### src/rtl/mrcm_pkg.sv
// Shared types and constants for the min-position rank and cost store.
package mrcm_pkg;

  localparam int RANK_W     = 4;
  localparam int COST_W     = 32;
  localparam int IN_DATA_W  = 80;
  localparam int OUT_DATA_W = 40;
  localparam int CFG_IDX_W  = 1;
  localparam int CFG_DATA_W = 9;

  localparam logic [RANK_W-1:0] RANK_MAX = '1;

  localparam logic FUNC_WRITE = 1'b0;
  localparam logic FUNC_QUERY = 1'b1;

  localparam logic [CFG_IDX_W-1:0] REG_ROBOTS    = 1'b0;
  localparam logic [CFG_IDX_W-1:0] REG_FRONTIERS = 1'b1;

  typedef enum logic [2:0] {
    ST_IDLE,
    ST_OWN,
    ST_SCAN,
    ST_DRAIN,
    ST_DONE
  } mrcm_state_t;

  typedef struct packed {
    logic clear;
    logic own_load;
    logic cmp_en;
    logic skip;
  } mrcm_ctl_t;

endpackage

### src/rtl/mrcm_rank_unit.sv
// Shared distance comparator and saturating rank counter.
module mrcm_rank_unit import mrcm_pkg::*; #(
  parameter int SW = 32
) (
  input  logic              clk,
  input  logic              rst_n,
  input  mrcm_ctl_t         ctl,
  input  logic [SW-1:0]     rd_dist,
  input  logic [SW-1:0]     rd_cost,
  output logic [RANK_W-1:0] rank_count,
  output logic              any_closer,
  output logic [SW-1:0]     own_cost
);

  logic [SW-1:0]     own_dist_r;
  logic [SW-1:0]     own_cost_r;
  logic [RANK_W-1:0] count_r;
  logic              any_r;
  logic              closer;

  assign closer = ctl.cmp_en && !ctl.skip && (rd_dist < own_dist_r);

  always_ff @(posedge clk) begin
    if (ctl.own_load) begin
      own_dist_r <= rd_dist;
      own_cost_r <= rd_cost;
    end
  end

  always_ff @(posedge clk) begin
    if (!rst_n || ctl.clear) begin
      count_r <= '0;
      any_r   <= 1'b0;
    end else if (closer) begin
      any_r <= 1'b1;
      if (count_r != RANK_MAX) begin
        count_r <= count_r + 1'b1;
      end
    end
  end

  assign rank_count = count_r;
  assign any_closer = any_r;
  assign own_cost   = own_cost_r;

endmodule

### config.mk
export PLATFORM = sky130hd
export DESIGN_NAME = mrcm_rank_unit
export DESIGN_NICKNAME = d
export VERILOG_FILES = /design/src/rtl/mrcm_pkg.sv /design/src/rtl/mrcm_rank_unit.sv
export SDC_FILE = /design/constraint.sdc
export NUM_CORES = 1
export LEC_CHECK = 0
export BUFFER_PORTS_ARGS = -buffer_cell sky130_fd_sc_hd__buf_2
export CAP_MARGIN = 20
export CORE_ASPECT_RATIO = 1.2
export CORE_MARGIN = 2
export CORE_UTILIZATION = 45
export CTS_CLUSTER_DIAMETER = 50
export DETAILED_ROUTE_END_ITERATION = 8
export PLACE_DENSITY = 0.74
export SLEW_MARGIN = 40
export SYNTH_ARGS = -nofsm -noshare
export SYNTH_HDL_FRONTEND = slang
export SYNTH_SLANG_ARGS = --single-unit
### constraint.sdc
create_clock -name clk -period 3.4 [get_ports clk]
set_input_delay 0.34 -clock clk [delete_from_list [all_inputs] [get_ports clk]]
set_output_delay 0.34 -clock clk [all_outputs]
set_load 0.02 [all_outputs]
==> summary.txt, run 1 <==
Critical path
  – Reg2Reg Capture Point: rank_count[0]$_SDFFE_PP0P_
  – Worst R2R Path Depth: 9
  – Worst Path Arrival: 2.67 ns
  – WS Path Type: flip-flop to flip-flop
  – Reg2reg setup slack: 1.01 ns
  – Crit-path max FO: 5
  – Startpoint type of the worst setup path: flip-flop
  – Worst Setup End Kind: flip-flop
  – Cell chain of the critical path: inv_1 > ha_1 > a21o_2 > a211oi_1 > o21ai_1 > a2111o_1 > a21o_1 > or3_1 > a21oi_1
  – CP required: 3.67 ns
  – Critical R2R Launch: own_dist_r[6]$_DFFE_PP_
  – Slowest CP cell: a2111o_1
  – Max incr delay on CP: 0.44 ns

Die
  – Initial Util: 46.15%
  – Die ar.: 0.007194 mm2
  – FP Rows: 32
  – Die Y: between 90 and 100 um
  – Core area: 0.006366 mm2
  – IO Pins: 107
  – Die W: around 80 um

STA
  – Slew HR: 75.85%
  – Setup TNS: 0 ns
  – Final setup violation count: 0
  – Final hold vios: 0
  – Least-Margin Pin Slew: 0.3590 ns
  – Tcrit/Tclk final: 70.39%
  – Fin crit period: 2.393 ns
  – Fmax: 417.8 MHz
  – RSZ-0062 raised after global routing: false
  – Max-slew violation count: 0
  – Clock Skews: 0.003655 ns

CTS
  – Clk_lat worst skew: 0.34 ns
  – CTS tree: done
  – Setup Buffers After CTS: 0
  – Root Driver: clkbuf_8
  – Post-cts hold buffer count: 0
  – H-tree depth: 3
  – Post-cts repair resize count: 0
  – Clk buf depth: 2
  – CTS buffer count: 9
  – Worst-path clk slew: approximately 0.08 ns
  – CTS Sinks: 69

Hold path
  – Hold Path Sink: own_cost[5]$_DFFE_PP_
  – Min-Delay Path Depth: 1
  – Hold Path Origin: rd_cost[5]
  – Hold Path Class: input pin to flip-flop

Synthesis
  – Yosys top cell area share: 65.42%
  – Syn nets: 301
  – Synth area leaders: edfxtp_1 65%, ha_1 14%, inv_1 4.0%
  – Mean Syn Cell Area: 14.76 um2
  – Post-Syn Area: 0.002938 mm2
  – Yosys warns: 0
  – Post-synthesis sequential area ratio: 68.82%
  – Yosys reg bits: 69
  – Syn Inst Count: 199
  – Number of distinct library cells after synthesis: 29
  – Synth area leader: edfxtp_1

Power
  – Power per cell area: around 520 mW/mm2
  – P_leak: around 1.8 nW
  – Tot Pwr: 1.989 mW
  – Worst VDD drop: approximately 0.32 mV

Outcome
  – Status: finished clean

Final layout
  – Layout fillers: just over 500
  – Nets: 420
  – Ant. Diodes: 0
  – Most frequent cells in the layout: 106 x buf_2, 64 x edfxtp_1, 32 x ha_1
  – FF/Latch Area: approximately 0.0020 mm2
  – Multi-input gate area: 799.5 um2
  – Commonest non-fill, non-tap cell in the layout: buf_2
  – Fraction of layout cells with a size suffix above 1: between 30% and 40%
  – Syn-to-layout area delta: 30.20%

Placement
  – HPWL Detailed: a little under 4 mm
  – IO buf count: 106
  – RePlAce Congestion: 0.7400

Detailed routing
  – Post-DR vias/cell: 4.730
  – Total wire length: 5.364 mm
  – Drt drc: 0
  – Routed via count: roughly 1900
  – Post-route ant nets: 0
  – Starting DRT DRC Count: 50
  – Drt first pass iters: 4
  – Routed WL per cell: 13.15 um

Global route
  – First-pass GRT wire length: 8.383 mm
  – Vias in the first global route: 1974
  – Initial antenna violation count: 0
  – Largest net degree at the start of global routing: 65
  – Overall routing resource usage: 15.56%
  – Grt ovf: 0

Run
  – Max_cap viols: 0
==> cell type report <==
| class | count | share of cell area, % |
|---|---|---|
| flip-flops and latches | 69 | 52.86 |
| clock inverters | 7 | 2.584 |
| clock buffers | 9 | 3.238 |
| repair buffers | 108 | 14.59 |
| well taps | 85 | 2.781 |
| multi-input cells | 99 | 20.90 |
| inverters | 31 | 3.042 |
==> power breakdown <==
part	total [mW]	internal, mW	switching [mW]
Combinational	0.243	0.103	0.140
Clock	0.733	0.416	0.317
Sequential	1.01	0.996	0.0162
Total	1.99	1.52	0.473
==> flip-flops by register name (all words and copies together) (netlist names) <==
register	flops
rank_count	4
own_cost	32
any_closer	1
own_dist_r	32
==> cell usage after synthesis <==
cell	n
a221oi_1	1
a21boi_0	1
ha_1	32
nand4_1	6
o22ai_1	1
nor3_1	4
a2111o_1	1
o21ai_0	6
nand2b_4	1
a21oi_1	13
o21ai_1	1
nand3b_1	1
and2_1	1
nand2_1	6
a41oi_1	1
edfxtp_1	64
nand3_1	3
inv_1	31
a2111oi_2	1
a21o_2	1
nor4_1	1
and3_1	1
a21o_1	3
a211oi_1	3
nand2b_1	1
nor2_1	5
o21a_1	2
dfxtp_1	5
or3_1	2
==> through the flow <==
stage          util (%)  hold WS [ns]  std cells  cell area, um2  setup slack [ns]
3_5_place_dp      56.27        0.4778        391            3582            0.9091
6_report          60.08        0.1685        408            3825             1.007
5_1_grt           60.08        0.1429        408            3825            0.8877
3_3_place_gp      56.27        0.4931        391            3582            0.9572
2_1_floorplan         -        0.4389        199            2938             1.151
4_1_cts           59.77        0.1449        407            3805            0.9989
==> how the worst max path moves through the flow <==
stage / start / end / slack (ns) / cells after the start
after CTS: own_dist_r[6]$_DFFE_PP_ / rank_count[0]$_SDFFE_PP0P_ / 1.0 / 9
final: own_dist_r[6]$_DFFE_PP_ / rank_count[0]$_SDFFE_PP0P_ / 1.01 / 9
after global routing: own_dist_r[6]$_DFFE_PP_ / rank_count[0]$_SDFFE_PP0P_ / 0.89 / 9
after floorplan: rd_dist[6] / rank_count[0]$_SDFFE_PP0P_ / 1.15 / 8
after global placement: rd_dist[6] / rank_count[0]$_SDFFE_PP0P_ / 0.96 / 9
after detailed placement: rd_dist[6] / rank_count[0]$_SDFFE_PP0P_ / 0.91 / 9
==> routing by layer <==
| layer | global-route usage [%] | up-vias | routed length (um) |
|---|---|---|---|
| met1 | 17.41 | 883 | 2211 |
| met5 | 0 | - | 0 |
| met3 | 4.483 | 9 | 293 |
| met2 | 25.93 | 57 | 2745 |
| met4 | 9.821 | 0 | 114 |
| li1 | - | 981 | - |
==> worst max-delay path: cells and delay by family (launching register included) <==
family,cells,cell delay (ns)
compound gates,6,1.29
buf+inv,1,0.07
flops,1,0.37
simple gates,1,0.35
fa+ha+maj,1,0.24
==> logic make-up after synthesis <==
logic type	count (synthesis)	share of synthesized area (%)
AO/OA/AOI/OAI	35	7.708
adder cells (fa/ha/maj)	32	13.63
buffers and inverters	31	3.961
AND/OR/NAND/NOR	32	5.878
flip-flops	69	68.82
(Power assumes the default switching activity.)
==> run 2, diff against run 1 <==
- ABC_AREA: unset -> 1
- PLACE_DENSITY: 0.74 -> 0.76
- clock period: 3.4 -> 2.1 ns (I/O delays scaled with it)
==> run 2 against run 1 <==
Effect of this change: first-iteration DRC count is 8.0% lower; fmax rose by 41%; hold slack got worse by 0.13 ns; power grew 60%; utilization increased by 0.20 points; register-to-register slack worse by 0.60 ns; sequential share of layout area fell by 0.83 points; clock skew is 0.0063 ns higher; flip-flop and latch count did not move; sequential power rose by 62%; area after synthesis increased by 2.8%; critical path type unchanged; critical endpoint is now rank_count[1]$_SDFFE_PP0P_.
==> summary.txt, run 2 <==
Critical path
  – Reg2reg setup slack: 0.40 ns
  – Worst Setup End Kind: flip-flop
  – Crit-path max FO: 5
  – Cell mode on critical path: nand2_1
  – Reg2Reg Capture Point: rank_count[1]$_SDFFE_PP0P_
  – Worst R2R Path Depth: 11
  – Max incr delay on CP: 0.33 ns
  – Critical R2R Launch: own_dist_r[30]$_DFFE_PP_
  – Crit path max-delay family: simple AND/OR/NAND/NOR gates
  – Worst Path Arrival: slightly below 2 ns
  – CP required: 2.34 ns
  – Startpoint type of the worst setup path: flip-flop
  – Cell chain of the critical path: inv_1 > ha_1 > nand2_1 > nor2_2 > nand4_1 > a21oi_1 > nor2_4 > nand3_4 > nand2_1 > nand2_1 > nor2_2
  – Slowest CP cell: edfxtp_1
  – WS Path Type: flip-flop to flip-flop
  – Buffer and inverter count on the worst path: 1

Outcome
  – Status: finished clean

Synthesis
  – Yosys warns: 0
  – Ys flop type: edfxtp_1
  – Number of distinct library cells after synthesis: 21
  – Most frequent cell after synthesis: edfxtp_1
  – Yosys top cell area share: ~64%
  – Async S/R FF share, synth: 0%
  – Post-Syn Area: 0.003019 mm2
  – Number of synthesized flops with an enable pin: 64
  – Synth area leader: edfxtp_1
  – Post-synthesis sequential area ratio: between 60% and 70%
  – Mean Syn Cell Area: 12.96 um2
  – Synth top cells by count: 64 x edfxtp_1, 46 x inv_1, 34 x nand2_1, 32 x ha_1, 16 x a21oi_1
  – Synth area leaders: edfxtp_1 64%, ha_1 13%, inv_1 5.7%
  – Yosys reg bits: 69
  – Syn Inst Count: 233
  – Syn nets: roughly 340

Hold path
  – Min-Delay Path Depth: 2
  – Hold Path Sink: any_closer$_SDFFE_PP0P_
  – Hold Path Class: input pin to flip-flop
  – Hold Path Origin: ctl[3]

Final layout
  – Final non-filler cell area: 0.003886 mm2
  – Most frequent cells in the layout: 106 x buf_2, 64 x edfxtp_1, 46 x inv_1
  – Fraction of layout cells with a size suffix above 1: 36.97%
  – Nets: around 450
  – Commonest non-fill, non-tap cell in the layout: buf_2
  – Ant. Diodes: 0
  – Layout fillers: 545
  – Syn-to-layout area delta: 28.72%

STA
  – Clock Skews: 0.009937 ns
  – Fmax: approximately 590 MHz
  – Fin crit period: between 1.5 and 2 ns
  – Least-Margin Pin Slew: between 0.4 and 0.5 ns
  – Final hold vios: 0
  – Slew HR: 71.86%
  – Tcrit/Tclk final: 80.77%
  – Setup TNS: 0 ns
  – Final setup violation count: 0
  – Max-slew violation count: 0
  – RSZ-0062 raised after global routing: false

CTS
  – CTS tree: done
  – Root Driver: clkbuf_8
  – Post-cts hold buffer count: 0
  – Post-cts repair resize count: 0
  – Clk_lat worst skew: about 0.33 ns
  – Clk buf depth: 2
  – Setup Buffers After CTS: 0
  – Worst-path clk slew: ~0.08 ns
  – CTS buffer count: 9
  – CTS Sinks: 69
  – H-tree depth: 3

Placement
  – Area after DPL: 0.003671 mm2
  – IO buf count: 106
  – HPWL Detailed: 4.010 mm
  – RePlAce Congestion: 0.7617

Die
  – Die W: approximately 79 um
  – Die ar.: 0.007384 mm2
  – IO Pins: 107
  – Core area: 0.006446 mm2
  – Die Y: 93.73 um
  – FP Rows: 32
  – Initial Util: around 47%

Detailed routing
  – Total wire length: 5.125 mm
  – Drt first pass iters: 4
  – Post-route ant nets: 0
  – Routed via count: 2019
  – Routed WL per cell: 11.60 um
  – Starting DRT DRC Count: between 40 and 50
  – Drt drc: 0
  – Post-DR vias/cell: 4.568

Global route
  – Grt ovf: 0
  – Initial antenna violation count: 0
  – Overall routing resource usage: 14.70%
  – Largest net degree at the start of global routing: 33
  – First-pass GRT wire length: 8.335 mm
  – Vias in the first global route: 1973

Power
  – Int Pwr: 2.441 mW
  – Switching share of power: 23.29%
  – Worst VDD drop: 0.6232 mV
  – Power per cell area: 818.8 mW/mm2
  – Clock power share: a little over a third
  – Sequential power share: 51.5%
  – Net switching power: between 0.7 and 0.8 mW
  – P_leak: 1.850 nW
  – Comb pwr share: approximately 13%

Run
  – Max_cap viols: 0
run 2: cell types whose count changed after synthesis, sizes merged, moves of 3 or more:
cell | before | now
a211oi | 3 | 0
a21o | 4 | 0
a21oi | 13 | 16
inv | 31 | 46
nand2 | 6 | 35
nand4 | 6 | 3
nor2 | 5 | 15
run 2: worst reg2reg max path, delay by kind of cell, from the launching register on:
family	cells	cell delay [ns]
simple gates	8	0.65
flops	1	0.33
fa+ha+maj	1	0.28
compound gates	1	0.27
buf+inv	1	0.04
run 2: how the worst max path moves through the flow:
stage                                         from  slack (ns)                          to  depth (start not counted)
after floorplan           own_dist_r[29]$_DFFE_PP_        0.57  rank_count[0]$_SDFFE_PP0P_                         10
after global placement    own_dist_r[31]$_DFFE_PP_        0.42  rank_count[1]$_SDFFE_PP0P_                         11
after detailed placement  own_dist_r[31]$_DFFE_PP_        0.41  rank_count[1]$_SDFFE_PP0P_                         11
after CTS                 own_dist_r[31]$_DFFE_PP_        0.39  rank_count[1]$_SDFFE_PP0P_                         11
after global routing      own_dist_r[15]$_DFFE_PP_        0.19  rank_count[3]$_SDFFE_PP0P_                         13
final                     own_dist_r[30]$_DFFE_PP_        0.40  rank_count[1]$_SDFFE_PP0P_                         11
run 2: power groups by stage:
stage,Sequential (mW),Combinational [mW],Clock (mW)
final,1.64,0.397,1.15
after global routing,1.65,0.457,1.24
after CTS,1.64,0.406,1.18
after detailed placement,1.67,0.404,0
after global placement,1.67,0.392,0
after floorplan,1.74,0.153,0
run 2: logic make-up (layout without fill, tap and decap cells):
logic type	Yosys count	in the layout	share of synthesized area, %
AOI/OAI and AO/OA	22	22	3.730
buffers and inverters	46	170	5.719
and+or+nand+nor	64	64	10.32
DFF	69	69	66.97
adders and majority gates	32	32	13.26
run 2: metal layers:
metal  global-route usage, %  part of all wire [%]  up-vias
met5                       0                     0        -
met4                   6.579                   1.9        0
met3                   4.038                   7.9       10
met2                   25.00                    47       85
met1                   17.32                    43      888
li1                        -                     -     1036
run 2: final cells by class:
class                   count  area [um2]  share of cell area [%]
flip-flops and latches     69        2022                   52.03
multi-input cells         118       824.5                   21.22
repair buffers            108       545.5                   14.04
inverters                  46       172.7                   4.443
clock buffers              10       127.6                   3.284
well taps                  85       106.4                   2.737
clock inverters             6       87.58                   2.254
run 2: through the flow:
stage / power, mW / instances / worst slack, ns / utilization (%) / hold WS, ns
2_1_floorplan: 1.890 / 233 / 0.5684 / - / 0.2885
3_3_place_gp: 2.058 / 426 / 0.4184 / 56.95 / 0.3867
3_5_place_dp: 2.074 / 426 / 0.4083 / 56.95 / 0.3881
4_1_cts: 3.228 / 442 / 0.3916 / 60.29 / 0.02464
5_1_grt: 3.345 / 442 / 0.1893 / 60.29 / 0.02889
6_report: 3.182 / 442 / 0.4038 / 60.29 / 0.03848
==> run 3, diff against run 2 <==
- clock period: 2.1 -> 1.5 ns (I/O delays scaled with it)
==> run 3 against run 2 <==
Effect of this change: the run now ends with negative setup slack left; final area increased by 16%; non-clock buffer count increased by 50; setup slack got worse by 0.62 ns.
==> summary.txt, run 3 (same netlist as run 2, synthesis figures left out) <==
Placement
  – Cell count after placement: 426
  – Setup Slack @ Placement: -0.2295 ns
  – IO buf count: 106
  – HPWL Detailed: roughly 4.1 mm
  – Area after DPL: 0.003684 mm2
  – RePlAce Congestion: 0.7421

Final layout
  – Nets: 504
  – Post-Layout Cell Count: 492
  – Layout fillers: 457
  – Syn-to-layout area delta: 49.77%
  – Final non-filler cell area: 0.004522 mm2
  – Fraction of layout cells with a size suffix above 1: about 39%
  – Most frequent cells in the layout: 106 x buf_2, 64 x edfxtp_1, 49 x dlygate4sd3_1
  – FF/Latch Area: 0.002022 mm2
  – Multi-input gate area: 949.7 um2
  – Final Util: 70.15%
  – Ant. Diodes: 0
  – Commonest non-fill, non-tap cell in the layout: buf_2

Global route
  – Overall routing resource usage: 19.35%
  – Grt ovf: 0
  – Initial antenna violation count: 0
  – First-pass GRT wire length: approximately 11 mm
  – Vias in the first global route: 2409
  – Largest net degree at the start of global routing: 65

STA
  – Tcrit/Tclk final: 114.3%
  – Least-Margin Pin Slew: roughly 0.34 ns
  – Setup TNS: -0.9286 ns
  – RSZ-0062 raised after global routing: true
  – Clock Skews: 0.004920 ns
  – Final hold vios: 0
  – Slew HR: 77.05%
  – Fin crit period: between 1.5 and 2 ns
  – Setup WS post-layout: -0.2138 ns
  – Final setup violation count: 5
  – Hold Slack: 0.01248 ns
  – Max-slew violation count: 0
  – Fmax: 583.5 MHz

Power
  – Clock power share: 34.7%
  – Int Pwr: 3.543 mW
  – Comb pwr share: 16.1%
  – Net switching power: between 1 and 1.5 mW
  – P_leak: 2.078 nW
  – Switching share of power: roughly 24%
  – Power per cell area: a little over 1000 mW/mm2
  – Worst VDD drop: 0.7091 mV
  – Sequential power share: 49.2%
  – Tot Pwr: 4.676 mW

Critical path
  – Crit-path max FO: 5
  – Cell chain of the critical path: inv_2 > ha_4 > nand2_2 > nor2_2 > nand4_1 > nor4_2 > nand2_2 > nand3_4 > nand2_1 > nand2_1 > nor2_2
  – Max incr delay on CP: around 0.37 ns
  – Buffer and inverter count on the worst path: 1
  – Worst Path Arrival: 1.96 ns
  – CP required: around 1.7 ns
  – Worst Setup End Kind: flip-flop
  – Slowest CP cell: edfxtp_1
  – Crit path max-delay family: simple AND/OR/NAND/NOR gates
  – WS Path Type: flip-flop to flip-flop
  – Startpoint type of the worst setup path: flip-flop

Run
  – Max_cap viols: 0

CTS
  – CTS buffer count: 9
  – Clk_lat worst skew: 0.34 ns
  – Clk buf depth: 2
  – CTS Sinks: 69
  – Worst-path clk slew: 0.07 ns
  – CTS tree: done
  – H-tree depth: 3
  – Root Driver: clkbuf_8

Die
  – FP Rows: 32
  – Die Y: 93.73 um
  – IO Pins: 107
  – Initial Util: 46.84%
  – Die ar.: 0.007384 mm2
  – Core area: 0.006446 mm2
  – Die W: approximately 79 um

Detailed routing
  – Starting DRT DRC Count: 52
  – Drt first pass iters: 4
  – Post-DR vias/cell: about 4.7
  – Routed via count: 2294
  – Drt drc: 0
  – Post-route ant nets: 0
  – Total wire length: 6.944 mm
  – Routed WL per cell: between 10 and 15 um

Outcome
  – Violated checks: negative setup slack
  – Status: complete, but fails checks

Hold path
  – Hold Path Class: input pin to flip-flop
run 3: cell count changes in the layout (fill, tap and decap cells not counted), sizes merged:
cell / previous run / this run
dlygate4sd3: 0 / 49
clkinvlp: 3 / 0
buf: 108 / 109
clkinv: 1 / 4
run 3: path summary, 6_finish.rpt:
| path | start | end | slack [ns] | depth (start not counted) |
|---|---|---|---|---|
| worst max-delay path | own_dist_r[31]$_DFFE_PP_ | rank_count[1]$_SDFFE_PP0P_ | -0.21 | 11 |
| worst min-delay path | rd_dist[6] | own_dist_r[6]$_DFFE_PP_ | 0.01 | 1 |
| worst max register to register | own_dist_r[31]$_DFFE_PP_ | rank_count[1]$_SDFFE_PP0P_ | -0.21 | 11 |
| worst min register to register | any_closer$_SDFFE_PP0P_ | any_closer$_SDFFE_PP0P_ | 0.55 | 2 |
run 3: metal layers:
| layer | track usage (%) | part of all wire (%) | vias up |
|---|---|---|---|
| met3 | 3.942 | 6.7 | 11 |
| met5 | 0 | 0 | - |
| met4 | 8.772 | 1.7 | 0 |
| li1 | - | - | 1141 |
| met1 | 21.56 | 38 | 1047 |
| met2 | 35.26 | 53 | 95 |
run 3: power by group through the flow:
stage                     clock (mW)  combinational (mW)  sequential, mW
after CTS                       1.66               0.696            2.29
after global placement             0               0.558            2.33
after global routing            1.73               0.837            2.31
final                           1.62               0.754            2.30
after detailed placement           0               0.578            2.34
after floorplan                    0               0.213            2.43
run 3: repair_timing:
action	in CTS	in global routing
endpoints found under the setup margin	5	5
endpoints found under the hold margin	49	0
buffers inserted	0	1
resized for setup	7	21
hold buffers	49	0
pin swaps	8	9
run 3: cell type report:
type	count	share of cell area, %
sequential	69	44.71
timing repair buffer	158	23.35
multi-input combinational	118	21.00
inverter	46	3.818
clock buffer	10	2.822
tap	85	2.352
clock inverter	6	1.937
